[src/rtl/framed_spi_handshake_exchanger_assert.svh]
// ---------------------------------------------------------------------------
// Assertion macros for the framed handshake exchanger
// Immediate-implication and next-cycle-implication checks on clk / rst_n.
// ---------------------------------------------------------------------------
`ifndef FRAMED_SPI_HANDSHAKE_EXCHANGER_ASSERT_SVH
`define FRAMED_SPI_HANDSHAKE_EXCHANGER_ASSERT_SVH

// antecedent implies consequent in the same cycle
`define FSHE_ASSERT_NOW(label, ante, cons) \
  label: assert property (@(posedge clk) disable iff (!rst_n) (ante) |-> (cons)) \
    else $error("exchanger check failed");

// antecedent implies consequent in the next cycle
`define FSHE_ASSERT_NEXT(label, ante, cons) \
  label: assert property (@(posedge clk) disable iff (!rst_n) (ante) |=> (cons)) \
    else $error("exchanger check failed");

`endif

[src/rtl/fshe_pkg.sv]
// ---------------------------------------------------------------------------
// fshe_pkg
// Types, codes and the transmit frame layout of the handshake exchanger.
// ---------------------------------------------------------------------------
`default_nettype none

package fshe_pkg;

  localparam int unsigned FRAME_LEN = 10;

  typedef logic [3:0]  idx_t;
  typedef logic [7:0]  byte_t;
  typedef logic [15:0] word_t;

  // frame markers
  localparam byte_t TX_SOF = 8'hFB;
  localparam byte_t TX_EOF = 8'hFF;
  localparam byte_t RX_SOF = 8'hFA;
  localparam byte_t RX_EOF = 8'hFE;

  // register reset values
  localparam word_t PRESCALE_RST = 16'd100;
  localparam byte_t TIMEOUT_RST  = 8'd10;

  // configuration register indexes
  typedef enum logic [2:0] {
    CFG_PRESCALE = 3'd0,
    CFG_TIMEOUT  = 3'd1,
    CFG_TURNS    = 3'd2,
    CFG_LENGTH   = 3'd3,
    CFG_STEP     = 3'd4
  } cfg_idx_t;

  typedef struct packed {
    word_t prescale_limit;
    byte_t timeout_limit;
    word_t turn_count;
    word_t coil_length;
    word_t step_size;
  } cfg_t;

  // one tick request
  typedef struct packed {
    word_t status_bits;
    logic  partner_ack;
    byte_t rx_byte;
  } in_req_t;

  // one slot result
  typedef struct packed {
    byte_t tx_byte;
    logic  rx_taken;
    logic  ack_request;
    byte_t staged_byte;
    word_t windings;
    word_t speed_rpm;
    word_t progress;
    word_t tension;
    logic  frame_done;
  } out_res_t;

  // transmit frame byte at an index; out-of-range reads as byte 0
  function automatic byte_t frame_byte(idx_t idx, word_t status, cfg_t cfg);
    byte_t b;
    case (idx)
      4'd0:    b = TX_SOF;
      4'd1:    b = status[15:8];
      4'd2:    b = status[7:0];
      4'd3:    b = cfg.turn_count[15:8];
      4'd4:    b = cfg.turn_count[7:0];
      4'd5:    b = cfg.coil_length[15:8];
      4'd6:    b = cfg.coil_length[7:0];
      4'd7:    b = cfg.step_size[15:8];
      4'd8:    b = cfg.step_size[7:0];
      4'd9:    b = TX_EOF;
      default: b = TX_SOF;
    endcase
    return b;
  endfunction

endpackage

`default_nettype wire

[src/rtl/fshe_if.sv]
// ---------------------------------------------------------------------------
// fshe channel interfaces
// Valid/ready channels for tick requests and slot results.
// ---------------------------------------------------------------------------
`default_nettype none

interface fshe_in_if;
  logic                 valid;
  logic                 ready;
  fshe_pkg::word_t      status_bits;
  logic                 partner_ack;
  fshe_pkg::byte_t      rx_byte;

  modport source (output valid, output status_bits, output partner_ack,
                  output rx_byte, input ready);
  modport sink   (input valid, input status_bits, input partner_ack,
                  input rx_byte, output ready);
endinterface

interface fshe_out_if;
  logic                 valid;
  logic                 ready;
  fshe_pkg::byte_t      tx_byte;
  logic                 rx_taken;
  logic                 ack_request;
  fshe_pkg::byte_t      staged_byte;
  fshe_pkg::word_t      windings;
  fshe_pkg::word_t      speed_rpm;
  fshe_pkg::word_t      progress;
  fshe_pkg::word_t      tension;
  logic                 frame_done;

  modport source (output valid, output tx_byte, output rx_taken, output ack_request,
                  output staged_byte, output windings, output speed_rpm,
                  output progress, output tension, output frame_done, input ready);
  modport sink   (input valid, input tx_byte, input rx_taken, input ack_request,
                  input staged_byte, input windings, input speed_rpm,
                  input progress, input tension, input frame_done, output ready);
endinterface

`default_nettype wire

[src/rtl/framed_spi_handshake_exchanger.sv]
// ---------------------------------------------------------------------------
// framed_spi_handshake_exchanger
// Prescaled frame slots with toggle handshake byte exchange over a link.
// ---------------------------------------------------------------------------
//  channel | dir | handshake        | payload
//  in_ch   | in  | valid / ready    | status_bits, partner_ack, rx_byte
//  out_ch  | out | valid / ready    | tx_byte .. frame_done (one per fired slot)
//  cfg_*   | in  | cfg_we           | cfg_index, cfg_wdata
//
// One tick request is taken per cycle while in_ch.ready is high; it is registered,
// then the slot unit updates state and, for a firing slot, loads the result
// register. Ticks that fire no slot give no result. Synchronous active-low
// reset clears the valid flags and slot state and restores register defaults.
// A stalled result holds the slot stage; non-firing ticks still pass.
// ---------------------------------------------------------------------------
`default_nettype none

module framed_spi_handshake_exchanger (
  input  wire logic         clk,
  input  wire logic         rst_n,
  fshe_in_if.sink           in_ch,
  fshe_out_if.source        out_ch,
  input  wire logic         cfg_we,
  input  wire logic [2:0]   cfg_index,
  input  wire logic [15:0]  cfg_wdata
);

  fshe_pkg::cfg_t     cfg_r;
  fshe_pkg::in_req_t  s1_req_r;
  logic               s1_valid_r;
  fshe_pkg::out_res_t out_res_r;
  logic               out_valid_r;

  fshe_pkg::out_res_t slot_res;
  logic               slot_fire;
  logic               out_free;
  logic               s1_process;
  logic               out_load;

  // configuration registers
  always_ff @(posedge clk) begin
    if (!rst_n) begin
      cfg_r.prescale_limit <= fshe_pkg::PRESCALE_RST;
      cfg_r.timeout_limit  <= fshe_pkg::TIMEOUT_RST;
      cfg_r.turn_count     <= '0;
      cfg_r.coil_length    <= '0;
      cfg_r.step_size      <= '0;
    end else if (cfg_we) begin
      case (fshe_pkg::cfg_idx_t'(cfg_index))
        fshe_pkg::CFG_PRESCALE: cfg_r.prescale_limit <= cfg_wdata;
        fshe_pkg::CFG_TIMEOUT:  cfg_r.timeout_limit  <= cfg_wdata[7:0];
        fshe_pkg::CFG_TURNS:    cfg_r.turn_count     <= cfg_wdata;
        fshe_pkg::CFG_LENGTH:   cfg_r.coil_length    <= cfg_wdata;
        fshe_pkg::CFG_STEP:     cfg_r.step_size      <= cfg_wdata;
        default: ;
      endcase
    end
  end

  // stage flow control
  assign out_free    = !out_valid_r || out_ch.ready;
  assign s1_process  = s1_valid_r && (!slot_fire || out_free);
  assign out_load    = s1_process && slot_fire;
  assign in_ch.ready = !s1_valid_r || s1_process;

  // input register
  always_ff @(posedge clk) begin
    if (!rst_n) begin
      s1_valid_r <= 1'b0;
    end else if (in_ch.ready) begin
      s1_valid_r <= in_ch.valid;
    end
  end

  always_ff @(posedge clk) begin
    if (in_ch.valid && in_ch.ready) begin
      s1_req_r.status_bits <= in_ch.status_bits;
      s1_req_r.partner_ack <= in_ch.partner_ack;
      s1_req_r.rx_byte     <= in_ch.rx_byte;
    end
  end

  fshe_slot u_slot (
    .clk   (clk),
    .rst_n (rst_n),
    .cfg   (cfg_r),
    .req   (s1_req_r),
    .apply (s1_process),
    .fire  (slot_fire),
    .res   (slot_res)
  );

  // result register
  always_ff @(posedge clk) begin
    if (!rst_n) begin
      out_valid_r <= 1'b0;
    end else if (out_load) begin
      out_valid_r <= 1'b1;
    end else if (out_ch.ready) begin
      out_valid_r <= 1'b0;
    end
  end

  always_ff @(posedge clk) begin
    if (out_load) begin
      out_res_r <= slot_res;
    end
  end

  assign out_ch.valid       = out_valid_r;
  assign out_ch.tx_byte     = out_res_r.tx_byte;
  assign out_ch.rx_taken    = out_res_r.rx_taken;
  assign out_ch.ack_request = out_res_r.ack_request;
  assign out_ch.staged_byte = out_res_r.staged_byte;
  assign out_ch.windings    = out_res_r.windings;
  assign out_ch.speed_rpm   = out_res_r.speed_rpm;
  assign out_ch.progress    = out_res_r.progress;
  assign out_ch.tension     = out_res_r.tension;
  assign out_ch.frame_done  = out_res_r.frame_done;

  // checks
`include "framed_spi_handshake_exchanger_assert.svh"

  `FSHE_ASSERT_NOW(a_load_free, out_load, !out_valid_r || out_ch.ready)
  `FSHE_ASSERT_NOW(a_done_taken, out_valid_r && out_res_r.frame_done, out_res_r.rx_taken)
  `FSHE_ASSERT_NEXT(a_s1_hold, s1_valid_r && !s1_process, s1_valid_r && $stable(s1_req_r))

endmodule

`default_nettype wire

[src/rtl/fshe_slot.sv]
// ---------------------------------------------------------------------------
// fshe_slot
// Prescaler, handshake exchange and receive frame store for one tick.
// ---------------------------------------------------------------------------
`default_nettype none

module fshe_slot (
  input  wire logic               clk,
  input  wire logic               rst_n,
  input  wire fshe_pkg::cfg_t     cfg,
  input  wire fshe_pkg::in_req_t  req,
  input  wire logic               apply,
  output      logic               fire,
  output      fshe_pkg::out_res_t res
);

  localparam int unsigned LEN = fshe_pkg::FRAME_LEN;

  logic [15:0]     tick_count_r, tick_count_nxt;
  logic [7:0]      wait_count_r, wait_count_nxt;
  fshe_pkg::idx_t  byte_index_r, byte_index_nxt;
  logic            last_ack_r, last_ack_nxt;
  logic            request_r, request_nxt;
  fshe_pkg::byte_t rx_frame_r [LEN];
  fshe_pkg::byte_t rx_frame_nxt [LEN];
  fshe_pkg::byte_t rx_wr [LEN];
  fshe_pkg::byte_t staged_r, staged_nxt;
  fshe_pkg::word_t windings_r, windings_nxt;
  fshe_pkg::word_t speed_r, speed_nxt;
  fshe_pkg::word_t progress_r, progress_nxt;
  fshe_pkg::word_t tension_r, tension_nxt;

  logic [15:0]     tick_inc;
  logic [7:0]      wait_inc;
  logic            exch, take, done;
  fshe_pkg::byte_t byte0;
  logic [4:0]      idx_inc;

  // slot timing and exchange decision
  always_comb begin
    tick_inc = tick_count_r + 16'd1;
    wait_inc = wait_count_r + 8'd1;
    fire     = tick_inc > cfg.prescale_limit;
    exch     = fire && ((req.partner_ack != last_ack_r) || (wait_inc > cfg.timeout_limit));
    take     = exch && (byte_index_r < 4'(LEN));
  end

  // receive store write, reply frame check and index step
  always_comb begin
    for (int k = 0; k < LEN; k++) begin
      rx_wr[k] = (take && byte_index_r == 4'(k)) ? req.rx_byte : rx_frame_r[k];
    end
    done  = exch && (rx_wr[LEN-1] == fshe_pkg::RX_EOF);
    byte0 = done ? '0 : rx_wr[0];
    idx_inc = {1'b0, byte_index_r} + 5'd1;

    for (int k = 0; k < LEN; k++) begin
      rx_frame_nxt[k] = done ? '0 : rx_wr[k];
    end

    tick_count_nxt = fire ? '0 : tick_inc;
    wait_count_nxt = exch ? '0 : (fire ? wait_inc : wait_count_r);
    byte_index_nxt = byte_index_r;
    if (exch) begin
      if (byte0 == fshe_pkg::RX_SOF && idx_inc < 5'(LEN)) begin
        byte_index_nxt = idx_inc[3:0];
      end else begin
        byte_index_nxt = '0;
      end
    end
    last_ack_nxt = exch ? req.partner_ack : last_ack_r;
    request_nxt  = exch ? ~request_r : request_r;
    staged_nxt   = take ? fshe_pkg::frame_byte(byte_index_r, req.status_bits, cfg)
                        : staged_r;
    windings_nxt = done ? {rx_wr[1], rx_wr[2]} : windings_r;
    speed_nxt    = done ? {rx_wr[3], rx_wr[4]} : speed_r;
    progress_nxt = done ? {rx_wr[5], rx_wr[6]} : progress_r;
    tension_nxt  = done ? {rx_wr[7], rx_wr[8]} : tension_r;
  end

  // result of this slot
  always_comb begin
    res.tx_byte     = fshe_pkg::frame_byte(byte_index_nxt, req.status_bits, cfg);
    res.rx_taken    = take;
    res.ack_request = request_nxt;
    res.staged_byte = staged_nxt;
    res.windings    = windings_nxt;
    res.speed_rpm   = speed_nxt;
    res.progress    = progress_nxt;
    res.tension     = tension_nxt;
    res.frame_done  = done;
  end

  // state registers
  always_ff @(posedge clk) begin
    if (!rst_n) begin
      tick_count_r <= '0;
      wait_count_r <= '0;
      byte_index_r <= '0;
      last_ack_r   <= 1'b0;
      request_r    <= 1'b0;
      staged_r     <= '0;
      windings_r   <= '0;
      speed_r      <= '0;
      progress_r   <= '0;
      tension_r    <= '0;
      for (int k = 0; k < LEN; k++) begin
        rx_frame_r[k] <= '0;
      end
    end else if (apply) begin
      tick_count_r <= tick_count_nxt;
      wait_count_r <= wait_count_nxt;
      byte_index_r <= byte_index_nxt;
      last_ack_r   <= last_ack_nxt;
      request_r    <= request_nxt;
      staged_r     <= staged_nxt;
      windings_r   <= windings_nxt;
      speed_r      <= speed_nxt;
      progress_r   <= progress_nxt;
      tension_r    <= tension_nxt;
      for (int k = 0; k < LEN; k++) begin
        rx_frame_r[k] <= rx_frame_nxt[k];
      end
    end
  end

endmodule

`default_nettype wire
[src/flat_wrapper.sv]
// flat-port wrapper written by rule: the top's interface ports become plain ports
module framed_spi_handshake_exchanger_flat 
  (clk, rst_n, cfg_we, cfg_index, cfg_wdata, in_ch_valid, in_ch_status_bits, in_ch_partner_ack, in_ch_rx_byte, in_ch_ready, out_ch_valid, out_ch_tx_byte, out_ch_rx_taken, out_ch_ack_request, out_ch_staged_byte, out_ch_windings, out_ch_speed_rpm, out_ch_progress, out_ch_tension, out_ch_frame_done, out_ch_ready);
  fshe_in_if in_ch_i ();
  fshe_out_if out_ch_i ();
  input  wire logic clk;
  input  wire logic rst_n;
  input  wire logic cfg_we;
  input  wire logic [2:0] cfg_index;
  input  wire logic [15:0] cfg_wdata;
  input wire logic [$bits(in_ch_i.valid)-1:0] in_ch_valid;
  input wire logic [$bits(in_ch_i.status_bits)-1:0] in_ch_status_bits;
  input wire logic [$bits(in_ch_i.partner_ack)-1:0] in_ch_partner_ack;
  input wire logic [$bits(in_ch_i.rx_byte)-1:0] in_ch_rx_byte;
  output wire logic [$bits(in_ch_i.ready)-1:0] in_ch_ready;
  output wire logic [$bits(out_ch_i.valid)-1:0] out_ch_valid;
  output wire logic [$bits(out_ch_i.tx_byte)-1:0] out_ch_tx_byte;
  output wire logic [$bits(out_ch_i.rx_taken)-1:0] out_ch_rx_taken;
  output wire logic [$bits(out_ch_i.ack_request)-1:0] out_ch_ack_request;
  output wire logic [$bits(out_ch_i.staged_byte)-1:0] out_ch_staged_byte;
  output wire logic [$bits(out_ch_i.windings)-1:0] out_ch_windings;
  output wire logic [$bits(out_ch_i.speed_rpm)-1:0] out_ch_speed_rpm;
  output wire logic [$bits(out_ch_i.progress)-1:0] out_ch_progress;
  output wire logic [$bits(out_ch_i.tension)-1:0] out_ch_tension;
  output wire logic [$bits(out_ch_i.frame_done)-1:0] out_ch_frame_done;
  input wire logic [$bits(out_ch_i.ready)-1:0] out_ch_ready;
  assign in_ch_i.valid = in_ch_valid;
  assign in_ch_i.status_bits = in_ch_status_bits;
  assign in_ch_i.partner_ack = in_ch_partner_ack;
  assign in_ch_i.rx_byte = in_ch_rx_byte;
  assign in_ch_ready = in_ch_i.ready;
  assign out_ch_valid = out_ch_i.valid;
  assign out_ch_tx_byte = out_ch_i.tx_byte;
  assign out_ch_rx_taken = out_ch_i.rx_taken;
  assign out_ch_ack_request = out_ch_i.ack_request;
  assign out_ch_staged_byte = out_ch_i.staged_byte;
  assign out_ch_windings = out_ch_i.windings;
  assign out_ch_speed_rpm = out_ch_i.speed_rpm;
  assign out_ch_progress = out_ch_i.progress;
  assign out_ch_tension = out_ch_i.tension;
  assign out_ch_frame_done = out_ch_i.frame_done;
  assign out_ch_i.ready = out_ch_ready;
  framed_spi_handshake_exchanger u_core (.clk(clk), .rst_n(rst_n), .in_ch(in_ch_i), .out_ch(out_ch_i), .cfg_we(cfg_we), .cfg_index(cfg_index), .cfg_wdata(cfg_wdata));
endmodule
[config.mk]
export PLATFORM = sky130hd
export DESIGN_NAME = framed_spi_handshake_exchanger_flat
export DESIGN_NICKNAME = d
export VERILOG_FILES = /design/src/rtl/fshe_pkg.sv /design/src/rtl/fshe_if.sv /design/src/rtl/framed_spi_handshake_exchanger.sv /design/src/rtl/fshe_slot.sv /design/src/flat_wrapper.sv
export VERILOG_INCLUDE_DIRS = /design/src /design/src/rtl
export SDC_FILE = /design/constraint.sdc
export NUM_CORES = 1
export LEC_CHECK = 0
export ABC_AREA = 0
export BUFFER_PORTS_ARGS = -buffer_cell sky130_fd_sc_hd__buf_2
export CORE_MARGIN = 2
export CORE_UTILIZATION = 55
export CTS_BUF_LIST = sky130_fd_sc_hd__clkbuf_4 sky130_fd_sc_hd__clkbuf_8
export CTS_CLUSTER_DIAMETER = 80
export DETAILED_ROUTE_END_ITERATION = 16
export PLACE_DENSITY = 0.74
export RECOVER_POWER = 50
export SKIP_LAST_GASP = 1
export SLEW_MARGIN = 20
export SYNTH_ARGS = -nofsm -noshare
export SYNTH_HDL_FRONTEND = slang
export SYNTH_SLANG_ARGS = --single-unit
[constraint.sdc]
create_clock -name clk -period 6.1 [get_ports clk]
set_input_delay 0.61 -clock clk [delete_from_list [all_inputs] [get_ports clk]]
set_output_delay 0.61 -clock clk [all_outputs]
set_load 0.01 [all_outputs]
* Yosys cells after proc, flatten, opt, wreduce, memory -nomap -nowiden
Memories as Yosys holds them, arrays and structs flattened. Cells that the tools add are included.
Cells by class: $add $sub $neg 3, magnitude comparators 4, equality and inequality tests 25, multiplexer cells 49, bitwise logic cells 11, reductions and logical operators 35
Operators by type and width (number):
- 8-bit 2-to-1 mux | 33
- 8-bit case mux with 9 select lines | 2
- 16-bit 2-to-1 mux | 5
- 4-bit by 3-bit equality test with 1-bit output, second input constant | 8
- 1-bit logical AND | 17
- 16-bit by 1-bit adder with 16-bit output, second input constant | 1
- 4-bit by 2-bit equality test with 1-bit output, second input constant | 4
- 4-bit equality test, second input constant | 4
- 8-bit equality test, second input constant | 2
- 16-bit > comparator | 1
- 2-bit AND reduction | 7
- 1-bit bitwise OR | 10
- 8-bit by 1-bit adder with 8-bit output, second input constant | 1
- 4-bit by 1-bit equality test with 1-bit output, second input constant | 2
- 8-bit > comparator | 1
- 4-bit 2-to-1 mux | 2
- 1-bit 2-to-1 mux | 7
- 3-bit by 2-bit equality test with 1-bit output, second input constant | 2
- 4-bit by 1-bit adder with 5-bit output, second input constant | 1
- 5-bit by 4-bit less-than comparator with 1-bit output, second input constant | 1
- 4-bit zero test | 1
- 1-bit logical OR | 4
- 4-bit less-than comparator, second input constant | 1
- 2-bit nonzero test | 2
- 6 further kinds | 8
Word-level totals: bits in registers 284, RAM bits 80, bits of input ports 49, output and inout port bits 85, memories kept 1
Memories:
- u_core.u_slot.rx_frame_r | words 10, bits a word 8, rd ports 10, clocked after Yosys merged registers in 0, write ports 10, line fshe_slot.sv:24 | fshe_pkg::byte_t rx_frame_r [LEN];

* Depth between registers and ports, before layout
word-level depth 16, depth in mapped cells 18, gate-level depth less buffers 17

* Modules after synthesis
A second synthesis with hierarchy kept.
Second synthesis, totals: cells, all modules 1529, area, all modules 16389.5 µm²
Modules (own cells, without submodules):
- fshe_slot | instances 1, cells an instance 1146, area each 10348.7 µm², sequential area each 4444.3 µm²
- framed_spi_handshake_exchanger | instances 1, cells an instance 383, area each 6040.8 µm², sequential area each 4724.5 µm²

* Worst setup path after synthesis
OpenSTA, ideal clock, no wires.
kind reg-to-reg, from register u_core.u_slot.tick_count_r[0], to memory u_core.u_slot.rx_frame_r[0][0] (netlist name), enable pin, library setup time 0.434 ns, data arrival time 4.996 ns, path slack 0.671 ns, cell stages (with the launch flop) 17, path buffers 3, period minus slack after synthesis 5.429 ns, path through dfxtp_1 > ha_1 > and3_1 > nand3_1 > nor2b_1 > nand2_1 > xnor2_1 > ha_1 > and4_1 > a221o_1 > nor3_4 > o31ai_1 > clkbuf_1 > and2_1 > clkbuf_1 > buf_2 > inv_1
RTL lines:
- from (decl) | line fshe_slot.sv:19 | logic [15:0] tick_count_r, tick_count_nxt;
- from (signal assigned) | line fshe_slot.sv:111 | tick_count_r <= tick_count_nxt;
- to (decl) | line fshe_slot.sv:24

* Worst setup path in the final report
from register u_core.u_slot.tick_count_r[0], to register u_core.s1_req_r[11] (netlist name), enable pin
Between the ends: cells in the longest elaborated chain, start to end 7
RTL lines:
- 16-bit by 1-bit adder with 16-bit output | line fshe_slot.sv:41 | tick_inc = tick_count_r + 16'd1;
- 16-bit > comparator | line fshe_slot.sv:43 | fire = tick_inc > cfg.prescale_limit;
- 1-bit zero test | line framed_spi_handshake_exchanger.sv:62 | assign s1_process = s1_valid_r && (!slot_fire || out_free);
- 1-bit logical OR | line framed_spi_handshake_exchanger.sv:62
- 1-bit logical AND | line framed_spi_handshake_exchanger.sv:62
- 1-bit logical OR | line framed_spi_handshake_exchanger.sv:64 | assign in_ch.ready = !s1_valid_r || s1_process;
- 1-bit logical AND | line framed_spi_handshake_exchanger.sv:76 | if (in_ch.valid && in_ch.ready) begin
- to (decl) | line framed_spi_handshake_exchanger.sv:29 | fshe_pkg::in_req_t s1_req_r;
No other way between the ends. A chain may end at the register's enable or synchronous reset.

==> results.yml <==
sta:
  hold_viol: 0
  slew_violations: 102
  min_period_over_period_pct: 87.7
  worst_pin_slew_ns: 3.76
  finClkSkew_ns: 0.0432
  clock.fmax_mhz: 187
  slew_headroom_pct: -151
  fin_tns_setup_ns: 0
  final-setup-viol-count: 0
  min_period_ns: 5.35
  rsz0062_at_grt: "no"
outcome:
  status: "finished with violations"
  violations: "capacitance limit, slew limit"
logic_synthesis:
  yosys-mux-area-fraction_pct: 5.63
  ys_types: 73
  yosys.area_share.simple_pct: 14.7
  synthTopCellsByCount: "nand2_1, edfxtp_1, dfxtp_1, nor2_1, o21ai_0"
  synth_top_area_share_pct: 34.1
  synth_edf_count: 188
  syn_inst: 1621
  yosysTopAreaCell: "edfxtp_1"
  synth_compound_area_share_pct: 17.2
  synth_fp_nets: 1700
  synth-seq-cells: 364
  synth.avg_cell_area_um2: 10.2
  synth-adder-area-share_pct: 2.26
  synth_top_family_by_area: "compound AO/OA/AOI/OAI gates"
  yosysWarnings: 0
  ys_seq_area_share_pct: 55.3
  synthArstFlopShare_pct: 0
  synthTopCellsByArea: "edfxtp_1, dfxtp_1, nand2_1"
  yosysMostFrequentCell: "nand2_1"
  synth_ff_type: "edfxtp_1"
  netlist_area_um2: 16600
  synth_xor_xnor_area_share_pct: 1.37
floorplanning:
  initial_utilization_pct: 55.9
  die_h_um: 178
  core_um2: 29600
  placementRows: 63
  die_area_um2: 31500
  ios: 134
  die_x_um: 178
global_routing:
  antenna_found_initial: 0
  grt_pass1_vias: 12500
  grt_pass1_wl_um: 67400
  overflow: 0
  grt_usage_pct: 27.4
  grt_max_degree: 102
  grt-busiest-layer: "met2"
  grtUsageMet1_pct: 38.0
  use_met3_pct: 4.97
  use_met2_pct: 42.9
clock_network:
  clk_pin_slew_worst_paths_ns: 0.06
  postCtsSetupRepairBufs: 0
  h-tree-depth: 2
  cts_tree: "built"
  cts_buffers: 57
  clock-sinks: 364
  ctsHoldBuffers: 0
  root_buffer: "clkbuf_8"
  clockBufferDepth: 3
  cts_resized: 0
  worstSkewPairLatency_ns: 0.62
drt:
  viasPerCell: 6.04
  num_vias: 13000
  drt_iter0_drc: 1338
  drc: 0
  firstDrtPassIters: 7
  wirelength_um: 43400
  postRouteAntennaNets: 0
  wl_per_cell_um: 20.1
placed_design:
  hpwl_um: 28300
  place_congestion: 0.934
  portBuffers: 133
  post-place-cells: 2049
  postPlaceCellArea_um2: 17500
setup_path:
  r2r-start: "u_core.u_slot.tick_count_r[0]$_SDFFE_PN0P_"
  required_ns: 6.31
  slowest_stage: "a31oi_2"
  start_kind: "register"
  cp-end-kind: "register"
  critical_path_class: "register to register"
  crit_family: "compound AO/OA/AOI/OAI gates"
  r2r_end: "u_core.s1_req_r[11]$_DFFE_PP_"
  critical_path.cell_chain: "ha_1 -> and3_1 -> nand3_1 -> nor2b_1 -> nand2_1 -> xnor2_1 -> ha_1 -> nand2_1 -> o21ai_0 -> a221o_1 -> nor3_4 -> nor2_1 -> a31oi_2 -> clkbuf_1"
  ff2ff_path_depth: 14
  cp_data_arrival_time_ns: 5.56
  path_buf_inv: 1
  regToRegSetupSlack_ns: 0.75
  cp_max_fo: 17
  slowest_delay_ns: 1.08
  crit_start: "u_core.u_slot.tick_count_r[0]$_SDFFE_PN0P_"
final_layout:
  reg.largest.list: "u_core.u_slot.rx_frame_r x80, u_core.cfg_r x72, u_core.s1_req_r x25"
  top_register: "u_core.u_slot.rx_frame_r"
  final_cells: 2158
  largest_reg_flops: 80
  antenna-diode-count: 0
  syn2layout_area_growth_pct: 12.8
  fin_nets: 1798
  final_core_util_pct: 63.1
  design_area_um2: 18700
  drive_gt1_share_pct: 11.0
power_and_ir_drop:
  vdd_drop_max_mv: 0.175
  power_density_nw_per_um2: 278
  design_power_total_mw: 5.20
  p_leak_nw: 7.41
hold_path:
  min_from: "in_ch_rx_byte[6]"
  hold_path_class: "primary input to register"
  min_to: "u_core.s1_req_r[6]$_DFFE_PP_"
  whs_path_depth: 1
job:
  maxCapViolations: 1
==> routing by layer <==
| layer | vias to the layer above | part of all wire (%) | wire length [µm] |
|---|---|---|---|
| met5 | - | 0 | 0 |
| met4 | 0 | 3.0 | 1310 |
| met3 | 106 | 9.0 | 3920 |
| met2 | 634 | 45 | 19700 |
| met1 | 6250 | 43 | 18500 |
| li1 | 6051 | - | - |
==> layout make-up <==
type	count	area, µm²
Timing Repair Buffer	150	704
Clock buffer	95	1160
Fill cell	2493	10900
Sequential cell	364	9170
Tap cell	390	488
Inverter	36	136
Multi-Input combinational cell	1110	6850
Clock inverter	13	189
==> logic make-up after synthesis <==
family                     after synthesis
buffers and inverters                  147
and+or+nand+nor                        555
AOI/OAI and AO/OA                      407
DFF                                    364
adders and majority gates               30
muxes                                   92
xor gates and xnor gates                26
==> how the worst max path moves through the flow <==
stage                                                        end  slack, ns  cells after the start
CTS                   u_core.u_slot.wait_count_r[7]$_SDFFE_PN0P_       0.81                     17
global placement      u_core.u_slot.wait_count_r[7]$_SDFFE_PN0P_       1.10                     16
floorplan           u_core.u_slot.rx_frame_r[0][0]$_SDFFCE_PN0P_       0.67                     16
detailed placement    u_core.u_slot.wait_count_r[7]$_SDFFE_PN0P_       0.88                     17
finish                             u_core.s1_req_r[11]$_DFFE_PP_       0.75                     14
global route                       u_core.s1_req_r[11]$_DFFE_PP_       0.26                     14
==> layout by cell type (no fill, tap or decap), drive strengths merged, types with 41 or more instances in the layout <==
| cell type | netlist | final |
|---|---|---|
| a21boi | 88 | 88 |
| a21oi | 52 | 52 |
| buf | 24 | 62 |
| clkbuf | 87 | 183 |
| dfxtp | 176 | 176 |
| edfxtp | 188 | 188 |
| mux2i | 85 | 85 |
| nand2 | 298 | 298 |
| nor2 | 126 | 126 |
| o211a | 41 | 41 |
| o21ai | 109 | 109 |
==> stage by stage <==
step	hold WS (ns)	worst slack, ns
final	0.179	0.748
after global routing	0.162	0.264
after CTS	0.149	0.815
after detailed placement	0.448	0.881
after global placement	0.444	1.10
after floorplan	0.435	0.671
==> report_power, final <==
group | switching, mW | leakage, nW | internal, mW
sequential | 0.0540 | 3.42 | 2.62
clock | 0.967 | 0.715 | 1.38
combinational | 0.116 | 3.27 | 0.0577
Note: power is estimated with default switching activity, not from simulation.
